--- src/rtl/core/mwrl_pkg.sv ---
// Shared types and constants for the multi-window rate limiter.
// No dependencies; every other file refers to this package by scoped names.

package mwrl_pkg;

  localparam int NWIN        = 3;
  localparam int LEN_W       = 37;
  localparam int CAP_W       = 16;
  localparam int TIME_BITS_D = 48;
  localparam int COUNT_BITS_D = 16;
  localparam int CFG_DATA_W  = 64;
  localparam int CFG_ADDR_W  = 6;
  localparam int OUT_DATA_W  = ((LEN_W + 7) / 8) * 8;

  localparam logic [LEN_W-1:0] SHORT_LEN_RST = LEN_W'(64'd60000000);
  localparam logic [LEN_W-1:0] MID_LEN_RST   = LEN_W'(64'd3600000000);
  localparam logic [LEN_W-1:0] LONG_LEN_RST  = LEN_W'(64'd86400000000);
  localparam logic [CAP_W-1:0] SHORT_CAP_RST = CAP_W'(540);
  localparam logic [CAP_W-1:0] MID_CAP_RST   = CAP_W'(4500);
  localparam logic [CAP_W-1:0] LONG_CAP_RST  = CAP_W'(9000);

  typedef enum logic [2:0] {
    REG_SHORT_LEN,
    REG_MID_LEN,
    REG_LONG_LEN,
    REG_SHORT_CAP,
    REG_MID_CAP,
    REG_LONG_CAP
  } mwrl_reg_t;

  // Window settings; entry 0 is the short window, entry 2 the long one.
  typedef struct packed {
    logic [NWIN-1:0][LEN_W-1:0] len;
    logic [NWIN-1:0][CAP_W-1:0] cap;
  } mwrl_cfg_t;

  // Partial result handed from cell to cell.
  typedef struct packed {
    logic             vld;
    logic             deny;
    logic [LEN_W-1:0] wait_us;
  } mwrl_link_t;

endpackage

--- src/rtl/core/multi_window_rate_limiter.sv ---
// Top level of the multi-window rate limiter: configuration registers, a row
// of three window cells and an output register with a skid stage.
// Depends on mwrl_pkg, mwrl_cfg and mwrl_cell.
//
//   channel  direction  handshake                    payload
//   in_      slave      in_tvalid / in_tready        tdata: now_us
//   out_     master     out_tvalid / out_tready      tdata: wait_us, tuser: granted
//   cfg_     APB slave  psel, penable, pready        paddr, pwdata, prdata
//
// One request per cycle is taken while in_tready is high; the grant decision
// and the window updates happen in the cycle of acceptance, and the result
// then passes the entry register, one register per cell and the output
// register. Reset clears all windows and loads the default lengths and caps.
// A stalled output fills the skid stage, after which in_tready drops until
// the held result is taken.

module multi_window_rate_limiter #(
  parameter int TIME_BITS  = mwrl_pkg::TIME_BITS_D,
  parameter int COUNT_BITS = mwrl_pkg::COUNT_BITS_D,
  localparam int IN_DATA_W = ((TIME_BITS + 7) / 8) * 8
) (
  input  logic                              clk,
  input  logic                              rst_n,
  input  logic                              in_tvalid,
  output logic                              in_tready,
  input  logic [IN_DATA_W-1:0]              in_tdata,   // now_us
  output logic                              out_tvalid,
  input  logic                              out_tready,
  output logic [mwrl_pkg::OUT_DATA_W-1:0]   out_tdata,  // wait_us
  output logic                              out_tuser,  // granted
  input  logic                              cfg_psel,
  input  logic                              cfg_penable,
  input  logic                              cfg_pwrite,
  input  logic [mwrl_pkg::CFG_ADDR_W-1:0]   cfg_paddr,
  input  logic [mwrl_pkg::CFG_DATA_W-1:0]   cfg_pwdata,
  output logic [mwrl_pkg::CFG_DATA_W-1:0]   cfg_prdata,
  output logic                              cfg_pready
);

  mwrl_pkg::mwrl_cfg_t            cfg;
  logic [TIME_BITS-1:0]           now;
  logic                           adv;
  logic                           acc;
  logic                           grant;
  logic [mwrl_pkg::NWIN:0]        sat_c;
  mwrl_pkg::mwrl_link_t           lnk [mwrl_pkg::NWIN+1];
  mwrl_pkg::mwrl_link_t           s1_r, s1_nxt;
  mwrl_pkg::mwrl_link_t           fin;
  logic                           take;
  logic                           out_fire;
  logic                           out_vld_r;
  logic                           skid_vld_r;
  mwrl_pkg::mwrl_link_t           out_r, skid_r;

  assign cfg_pready = 1'b1;

  mwrl_cfg u_cfg (
    .clk     (clk),
    .rst_n   (rst_n),
    .psel    (cfg_psel),
    .penable (cfg_penable),
    .pwrite  (cfg_pwrite),
    .paddr   (cfg_paddr),
    .pwdata  (cfg_pwdata),
    .prdata  (cfg_prdata),
    .cfg     (cfg)
  );

  assign now       = in_tdata[TIME_BITS-1:0];
  assign adv       = !skid_vld_r;
  assign in_tready = adv;
  assign acc       = in_tvalid && in_tready;

  // Saturation ripples along the row; any saturated window denies the call.
  assign sat_c[0] = 1'b0;
  assign grant    = acc && !sat_c[mwrl_pkg::NWIN];

  always_comb begin
    s1_nxt.vld     = acc;
    s1_nxt.deny    = sat_c[mwrl_pkg::NWIN];
    s1_nxt.wait_us = '0;
  end

  always_ff @(posedge clk) begin
    if (!rst_n) begin
      s1_r.vld <= 1'b0;
    end else if (adv) begin
      s1_r <= s1_nxt;
    end
  end

  assign lnk[0] = s1_r;

  for (genvar g = 0; g < mwrl_pkg::NWIN; g++) begin : g_cell
    mwrl_cell #(
      .TIME_BITS  (TIME_BITS),
      .COUNT_BITS (COUNT_BITS),
      .IDX        (g)
    ) u_cell (
      .clk     (clk),
      .rst_n   (rst_n),
      .adv     (adv),
      .acc     (acc),
      .now     (now),
      .len     (cfg.len[g]),
      .cap     (cfg.cap[g]),
      .sat_in  (sat_c[g]),
      .sat_out (sat_c[g+1]),
      .grant   (grant),
      .lnk_in  (lnk[g]),
      .lnk_out (lnk[g+1])
    );
  end

  assign fin      = lnk[mwrl_pkg::NWIN];
  assign take     = adv && fin.vld;
  assign out_fire = out_vld_r && out_tready;

  always_ff @(posedge clk) begin
    if (!rst_n) begin
      out_vld_r  <= 1'b0;
      skid_vld_r <= 1'b0;
    end else if (skid_vld_r) begin
      if (out_fire) begin
        out_r      <= skid_r;
        skid_vld_r <= 1'b0;
      end
    end else if (take) begin
      if (!out_vld_r || out_fire) begin
        out_r     <= fin;
        out_vld_r <= 1'b1;
      end else begin
        skid_r     <= fin;
        skid_vld_r <= 1'b1;
      end
    end else if (out_fire) begin
      out_vld_r <= 1'b0;
    end
  end

  assign out_tvalid = out_vld_r;
  assign out_tuser  = !out_r.deny;
  assign out_tdata  = mwrl_pkg::OUT_DATA_W'(out_r.wait_us);

endmodule

--- src/rtl/core/mwrl_cfg.sv ---
// Configuration register file with an APB-style write and read port.
// Depends on mwrl_pkg for register codes, widths and reset values.

module mwrl_cfg (
  input  logic                                clk,
  input  logic                                rst_n,
  input  logic                                psel,
  input  logic                                penable,
  input  logic                                pwrite,
  input  logic [mwrl_pkg::CFG_ADDR_W-1:0]     paddr,
  input  logic [mwrl_pkg::CFG_DATA_W-1:0]     pwdata,
  output logic [mwrl_pkg::CFG_DATA_W-1:0]     prdata,
  output mwrl_pkg::mwrl_cfg_t                 cfg
);

  mwrl_pkg::mwrl_cfg_t cfg_r, cfg_nxt;
  mwrl_pkg::mwrl_reg_t idx;
  logic                wr_en;

  // Registers sit on 8-byte boundaries; the low address bits are ignored.
  assign idx   = mwrl_pkg::mwrl_reg_t'(paddr[mwrl_pkg::CFG_ADDR_W-1:3]);
  assign wr_en = psel && penable && pwrite;

  always_comb begin
    cfg_nxt = cfg_r;
    if (wr_en) begin
      case (idx)
        mwrl_pkg::REG_SHORT_LEN: cfg_nxt.len[0] = pwdata[mwrl_pkg::LEN_W-1:0];
        mwrl_pkg::REG_MID_LEN:   cfg_nxt.len[1] = pwdata[mwrl_pkg::LEN_W-1:0];
        mwrl_pkg::REG_LONG_LEN:  cfg_nxt.len[2] = pwdata[mwrl_pkg::LEN_W-1:0];
        mwrl_pkg::REG_SHORT_CAP: cfg_nxt.cap[0] = pwdata[mwrl_pkg::CAP_W-1:0];
        mwrl_pkg::REG_MID_CAP:   cfg_nxt.cap[1] = pwdata[mwrl_pkg::CAP_W-1:0];
        mwrl_pkg::REG_LONG_CAP:  cfg_nxt.cap[2] = pwdata[mwrl_pkg::CAP_W-1:0];
        default: ;
      endcase
    end
  end

  always_ff @(posedge clk) begin
    if (!rst_n) begin
      cfg_r.len[0] <= mwrl_pkg::SHORT_LEN_RST;
      cfg_r.len[1] <= mwrl_pkg::MID_LEN_RST;
      cfg_r.len[2] <= mwrl_pkg::LONG_LEN_RST;
      cfg_r.cap[0] <= mwrl_pkg::SHORT_CAP_RST;
      cfg_r.cap[1] <= mwrl_pkg::MID_CAP_RST;
      cfg_r.cap[2] <= mwrl_pkg::LONG_CAP_RST;
    end else begin
      cfg_r <= cfg_nxt;
    end
  end

  always_comb begin
    case (idx)
      mwrl_pkg::REG_SHORT_LEN: prdata = mwrl_pkg::CFG_DATA_W'(cfg_r.len[0]);
      mwrl_pkg::REG_MID_LEN:   prdata = mwrl_pkg::CFG_DATA_W'(cfg_r.len[1]);
      mwrl_pkg::REG_LONG_LEN:  prdata = mwrl_pkg::CFG_DATA_W'(cfg_r.len[2]);
      mwrl_pkg::REG_SHORT_CAP: prdata = mwrl_pkg::CFG_DATA_W'(cfg_r.cap[0]);
      mwrl_pkg::REG_MID_CAP:   prdata = mwrl_pkg::CFG_DATA_W'(cfg_r.cap[1]);
      mwrl_pkg::REG_LONG_CAP:  prdata = mwrl_pkg::CFG_DATA_W'(cfg_r.cap[2]);
      default:                 prdata = '0;
    endcase
  end

  assign cfg = cfg_r;

endmodule

--- src/rtl/core/mwrl_cell.sv ---
// One window cell: holds a window's start time and call count, decides
// restart and saturation, and folds its remaining time into the passing link.
// Depends on mwrl_pkg for the link type and field widths.

module mwrl_cell #(
  parameter int TIME_BITS  = mwrl_pkg::TIME_BITS_D,
  parameter int COUNT_BITS = mwrl_pkg::COUNT_BITS_D,
  parameter int IDX        = 0
) (
  input  logic                       clk,
  input  logic                       rst_n,
  input  logic                       adv,
  input  logic                       acc,
  input  logic [TIME_BITS-1:0]       now,
  input  logic [mwrl_pkg::LEN_W-1:0] len,
  input  logic [mwrl_pkg::CAP_W-1:0] cap,
  input  logic                       sat_in,
  output logic                       sat_out,
  input  logic                       grant,
  input  mwrl_pkg::mwrl_link_t       lnk_in,
  output mwrl_pkg::mwrl_link_t       lnk_out
);

  localparam int CMPW = (COUNT_BITS > mwrl_pkg::CAP_W) ? COUNT_BITS : mwrl_pkg::CAP_W;

  logic [TIME_BITS-1:0]       start_r, start_nxt;
  logic [COUNT_BITS-1:0]      count_r, count_nxt;
  logic [TIME_BITS-1:0]       elapsed;
  logic                       restart;
  logic [TIME_BITS-1:0]       el_eff;
  logic [COUNT_BITS-1:0]      cnt_eff;
  logic                       sat;
  logic [mwrl_pkg::LEN_W-1:0] rem;
  logic [mwrl_pkg::LEN_W-1:0] rem_line_r [IDX+1];
  logic [mwrl_pkg::LEN_W-1:0] rem_d;
  mwrl_pkg::mwrl_link_t       lnk_r, lnk_nxt;

  assign elapsed = now - start_r;
  assign restart = elapsed >= TIME_BITS'(len);
  assign el_eff  = restart ? '0 : elapsed;
  assign cnt_eff = restart ? '0 : count_r;
  assign sat     = (CMPW'(cnt_eff) >= CMPW'(cap)) || (cnt_eff == '1);
  assign sat_out = sat_in || sat;

  // Without a restart the elapsed time is below the length, so it fits LEN_W.
  assign rem = len - el_eff[mwrl_pkg::LEN_W-1:0];

  assign start_nxt = restart ? now : start_r;
  assign count_nxt = grant ? cnt_eff + COUNT_BITS'(1) : cnt_eff;

  always_ff @(posedge clk) begin
    if (!rst_n) begin
      start_r <= '0;
      count_r <= '0;
    end else if (acc) begin
      start_r <= start_nxt;
      count_r <= count_nxt;
    end
  end

  // The remaining time waits here until the beat's link reaches this cell.
  always_ff @(posedge clk) begin
    if (adv) begin
      rem_line_r[0] <= sat ? rem : '0;
      for (int k = 1; k <= IDX; k++) begin
        rem_line_r[k] <= rem_line_r[k-1];
      end
    end
  end

  assign rem_d = rem_line_r[IDX];

  always_comb begin
    lnk_nxt         = lnk_in;
    lnk_nxt.wait_us = (rem_d > lnk_in.wait_us) ? rem_d : lnk_in.wait_us;
  end

  always_ff @(posedge clk) begin
    if (!rst_n) begin
      lnk_r.vld <= 1'b0;
    end else if (adv) begin
      lnk_r <= lnk_nxt;
    end
  end

  assign lnk_out = lnk_r;

endmodule
--- config.mk ---
export PLATFORM = sky130hd
export DESIGN_NAME = multi_window_rate_limiter
export DESIGN_NICKNAME = d
export VERILOG_FILES = /design/src/rtl/core/mwrl_pkg.sv /design/src/rtl/core/multi_window_rate_limiter.sv /design/src/rtl/core/mwrl_cfg.sv /design/src/rtl/core/mwrl_cell.sv
export SDC_FILE = /design/constraint.sdc
export NUM_CORES = 2
export LEC_CHECK = 0
export ABC_AREA = 1
export BUFFER_PORTS_ARGS = -buffer_cell sky130_fd_sc_hd__buf_2
export CORE_UTILIZATION = 30
export CTS_BUF_LIST = sky130_fd_sc_hd__clkbuf_4
export CTS_CLUSTER_DIAMETER = 120
export CTS_CLUSTER_SIZE = 8
export DETAILED_ROUTE_END_ITERATION = 8
export PLACE_DENSITY = 0.49
export SYNTH_ARGS = -nofsm -noshare
export SYNTH_HDL_FRONTEND = slang
export SYNTH_SLANG_ARGS = --single-unit
--- constraint.sdc ---
create_clock -name clk -period 8.17 [get_ports clk]
set_input_delay 0.4085 -clock clk [delete_from_list [all_inputs] [get_ports clk]]
set_output_delay 0.4085 -clock clk [all_outputs]
set_load 0.05 [all_outputs]
==> impl_results.md <==
* Status: complete, no violations
* Slew Limit Fails at 0
* Max_cap viols at 0
* CP Capture Type: register
* Synth Register Bits at 770
* Crit-path most repeated cell: nand2_1
* IO Port Bufs at 171
* Clock latency at the later pin of the worst-skew pair at 1.15 ns
* Area of the die at 170,000 µm²
* GRT Overall Usage at 22.2%
* Total CTS buffers at 107
* Worst Tran Pin Value at 0.984 ns
* Drt total wl at 193,000 µm
* CP Class: reg -> reg
* Slew HR at 34.2%
* Minimum clock period at 7.62 ns
* Number of flops mapped to enable cells by yosys at 413
* Top Ports at 233
* Commonest non-fill, non-tap cells in the layout: 1,456 x nand2_1, 925 x inv_1, 810 x a21oi_1
* Share of cells above drive strength 1 at 11.6%
* Routed vias/inst at 4.85
* Final #Nets at 7,751
* Worst Path Arrival at 8.50 ns
* Warnings, synthesis at 0
* Top cell type's share of synthesized area at 24.5%
* GRT overflow at 0
* Die span in x at 413 µm
* Initial DRC Count at 3,480
* Top post-synthesis cells by area: edfxtp_1 24%, dfxtp_1 14%, ha_1 12%
* H-tree depth at 3
* Max clock buf depth at 3
* Fin Setup TNS at 0 ns
* Hold Crit Class: in -> reg
* CP max-delay cell: o21ai_0
* Die Ht at 413 µm
* Max Fclk at 0.131 GHz
* Via Count at 45,600
* Core ar. at 167,000 µm²
* Area added between synthesis and finish at 14.8%
* Largest family of logic cells by synthesized area: simple AND/OR/NAND/NOR gates
* Max rail drop VDD at 0.0886 mV
* Simple-gate portion of the synthesized area at 20.5%
* Detail Placement HPWL at 157,000 µm
* Syn avg cell area at 7.61 µm²
* Mux cell area share after synthesis at 0%
* Clock sinks at 770
* Row Count at 150
* Pwr per Cell Area at 156 nW/µm²
* Largest net degree at the start of global routing at 156
* Setup Skew at 0.143 ns
* Most used flip-flop cell after synthesis: edfxtp_1
* Routed Antenna Nets at 0
* Root Driver: clkbuf_4
* Final Hold Vio Count at 0
* Area after DPL at 56,000 µm²
* Endpoints failing setup at 0
* Worst EP required at 9.06 ns
* CTS tree: built
* Placed Cells at 9,141
* Final GP Congestion at 0.944
* Final non-filler cell total at 9,403
* DR WL/cell at 20.5 µm
* Synthesized instance count at 6,655
* Post-Syn Area at 50,600 µm²
* Distinct cell type count after synthesis at 59
* Commonest non-fill, non-tap cell in the layout: nand2_1
* Leak Pwr at 26.3 nW
* Post-synth ARST share at 0%
* Initial antenna violation count at 14
* DRT Pass-1 Iters at 6
* First-pass GRT wire length at 280,000 µm
* Adder-Cell Fraction of Synth Area at 12.2%
* DRC viols at 0
* Critical path fanouts, max at 28
* Worst path max stage delay at 0.62 ns
* Initial core utilization at 30.3%
* Yosys top cell by area: edfxtp_1
* RSZ-0062 raised after global routing: false
* Hold WS at 0.174 ns
* Design area at 58,100 µm²
* Register area share after synthesis at 38.6%
* Clock slew at reported path FFs at 0.14 ns
* Vias in the first global route at 43,200
* Synth Area in XOR/XNOR at 2.33%
* Worst setup SP type: register
* Synth Area in Compound Gates at 16.7%
* Post-route clock period utilization at 93.2%
* Postcts setup bufs at 0
==> worst paths after layout <==
path / to / slack (ns) / startpoint / depth (start not counted)
max: g_cell[0].u_cell.rem_line_r[0][30] / 0.55 / g_cell[0].u_cell.start_r[21] / 40
min: u_cfg.cfg[116] / 0.17 / cfg_pwdata[31] / 4
max reg2reg: g_cell[0].u_cell.rem_line_r[0][30] / 0.55 / g_cell[0].u_cell.start_r[21] / 40
min reg2reg: g_cell[2].u_cell.rem_line_r[0][91] / 0.42 / g_cell[2].u_cell.rem_line_r[0][54] / 0
==> final cells by class <==
cell class                 instances  area, µm²
fill                           17900     109000
multi-input combinational       4687      26300
sequential                       770      19600
timing repair buffer             618       4640
inverter                         953       3590
tap                             2204       2760
clock buffer                     150       1130
clock inverter                     9       88.8
antenna                           12       30.0
==> cells in the mapped netlist (all sizes together), types with 8 or more instances <==
master / count
nor4: 24
buf: 102
nor3: 100
nand2: 1464
a211oi: 18
o21ai: 455
o22ai: 18
edfxtp: 413
o21a: 19
inv: 939
o211ai: 50
nand4: 80
o21bai: 35
or2: 66
a21boi: 21
nand3: 167
xor2: 85
xnor2: 50
dfxtp: 357
o221ai: 34
a22oi: 11
a221oi: 12
ha: 483
nor2: 566
clkinv: 14
clkbuf: 172
a31oi: 25
nand3b: 8
a21o: 17
a21oi: 813
==> what timing repair did <==
action | CTS | global route
endpoints found under the setup margin | 0 | 10
endpoints found under the hold margin | 313 | 0
hold buffers | 91 | 0
resized for setup | 0 | 7
==> cell families after synthesis <==
family	Yosys count
and+or+nand+nor	2489
other	2
adders and majority gates	489
AOI/OAI and AO/OA	1543
buffers and inverters	1227
DFF	770
xor gates and xnor gates	135
==> per-stage QoR <==
| stage | total power, mW | setup WS (ns) | utilization (%) |
|---|---|---|---|
| 3_3_place_gp | 6.72 | 0.154 | 33.4 |
| 6_report | 9.07 | 0.555 | 34.7 |
| 2_1_floorplan | 5.66 | 0.502 | - |
| 3_5_place_dp | 6.73 | 0.138 | 33.4 |
| 5_1_grt | 9.56 | 0.0129 | 34.7 |
| 4_1_cts | 9.17 | 0.431 | 34.7 |
==> per-layer routing <==
| layer | global-route usage (%) | routed length (µm) | up-vias |
|---|---|---|---|
| li1 | - | - | 23100 |
| met5 | 0 | 35 | - |
| met2 | 36.2 | 87600 | 1142 |
| met4 | 6.76 | 5760 | 6 |
| met3 | 2.34 | 8620 | 240 |
| met1 | 30.7 | 91200 | 21100 |
==> worst max-delay path, delay by kind of cell, from the launching register on <==
family,cells,cell delay (ns)
AO/OA/AOI/OAI,12,2.76
AND/OR/NAND/NOR,18,2.23
adder cells (fa/ha/maj),3,1.02
buffers and inverters,6,0.97
flip-flops,1,0.32
XOR/XNOR,1,0.14
==> sequential cells by signal, indices dropped and copies added (netlist names) <==
| name | flops |
|---|---|
| g_cell.u_cell.lnk_out | 117 |
| g_cell.u_cell.count_r | 48 |
| out_r | 1 |
| lnk | 2 |
| u_cfg.cfg | 159 |
| skid_vld_r | 1 |
| out_tdata | 37 |
| g_cell.u_cell.start_r | 144 |
| skid_r | 38 |
| out_tvalid | 1 |
| g_cell.u_cell.rem_line_r | 222 |
==> power by group <==
group          switching [mW]  internal, mW
clock                    1.49         0.866
sequential             0.0303          4.14
combinational            1.70         0.840
total                    3.23          5.85
Note: power is estimated with default switching activity, not from simulation.
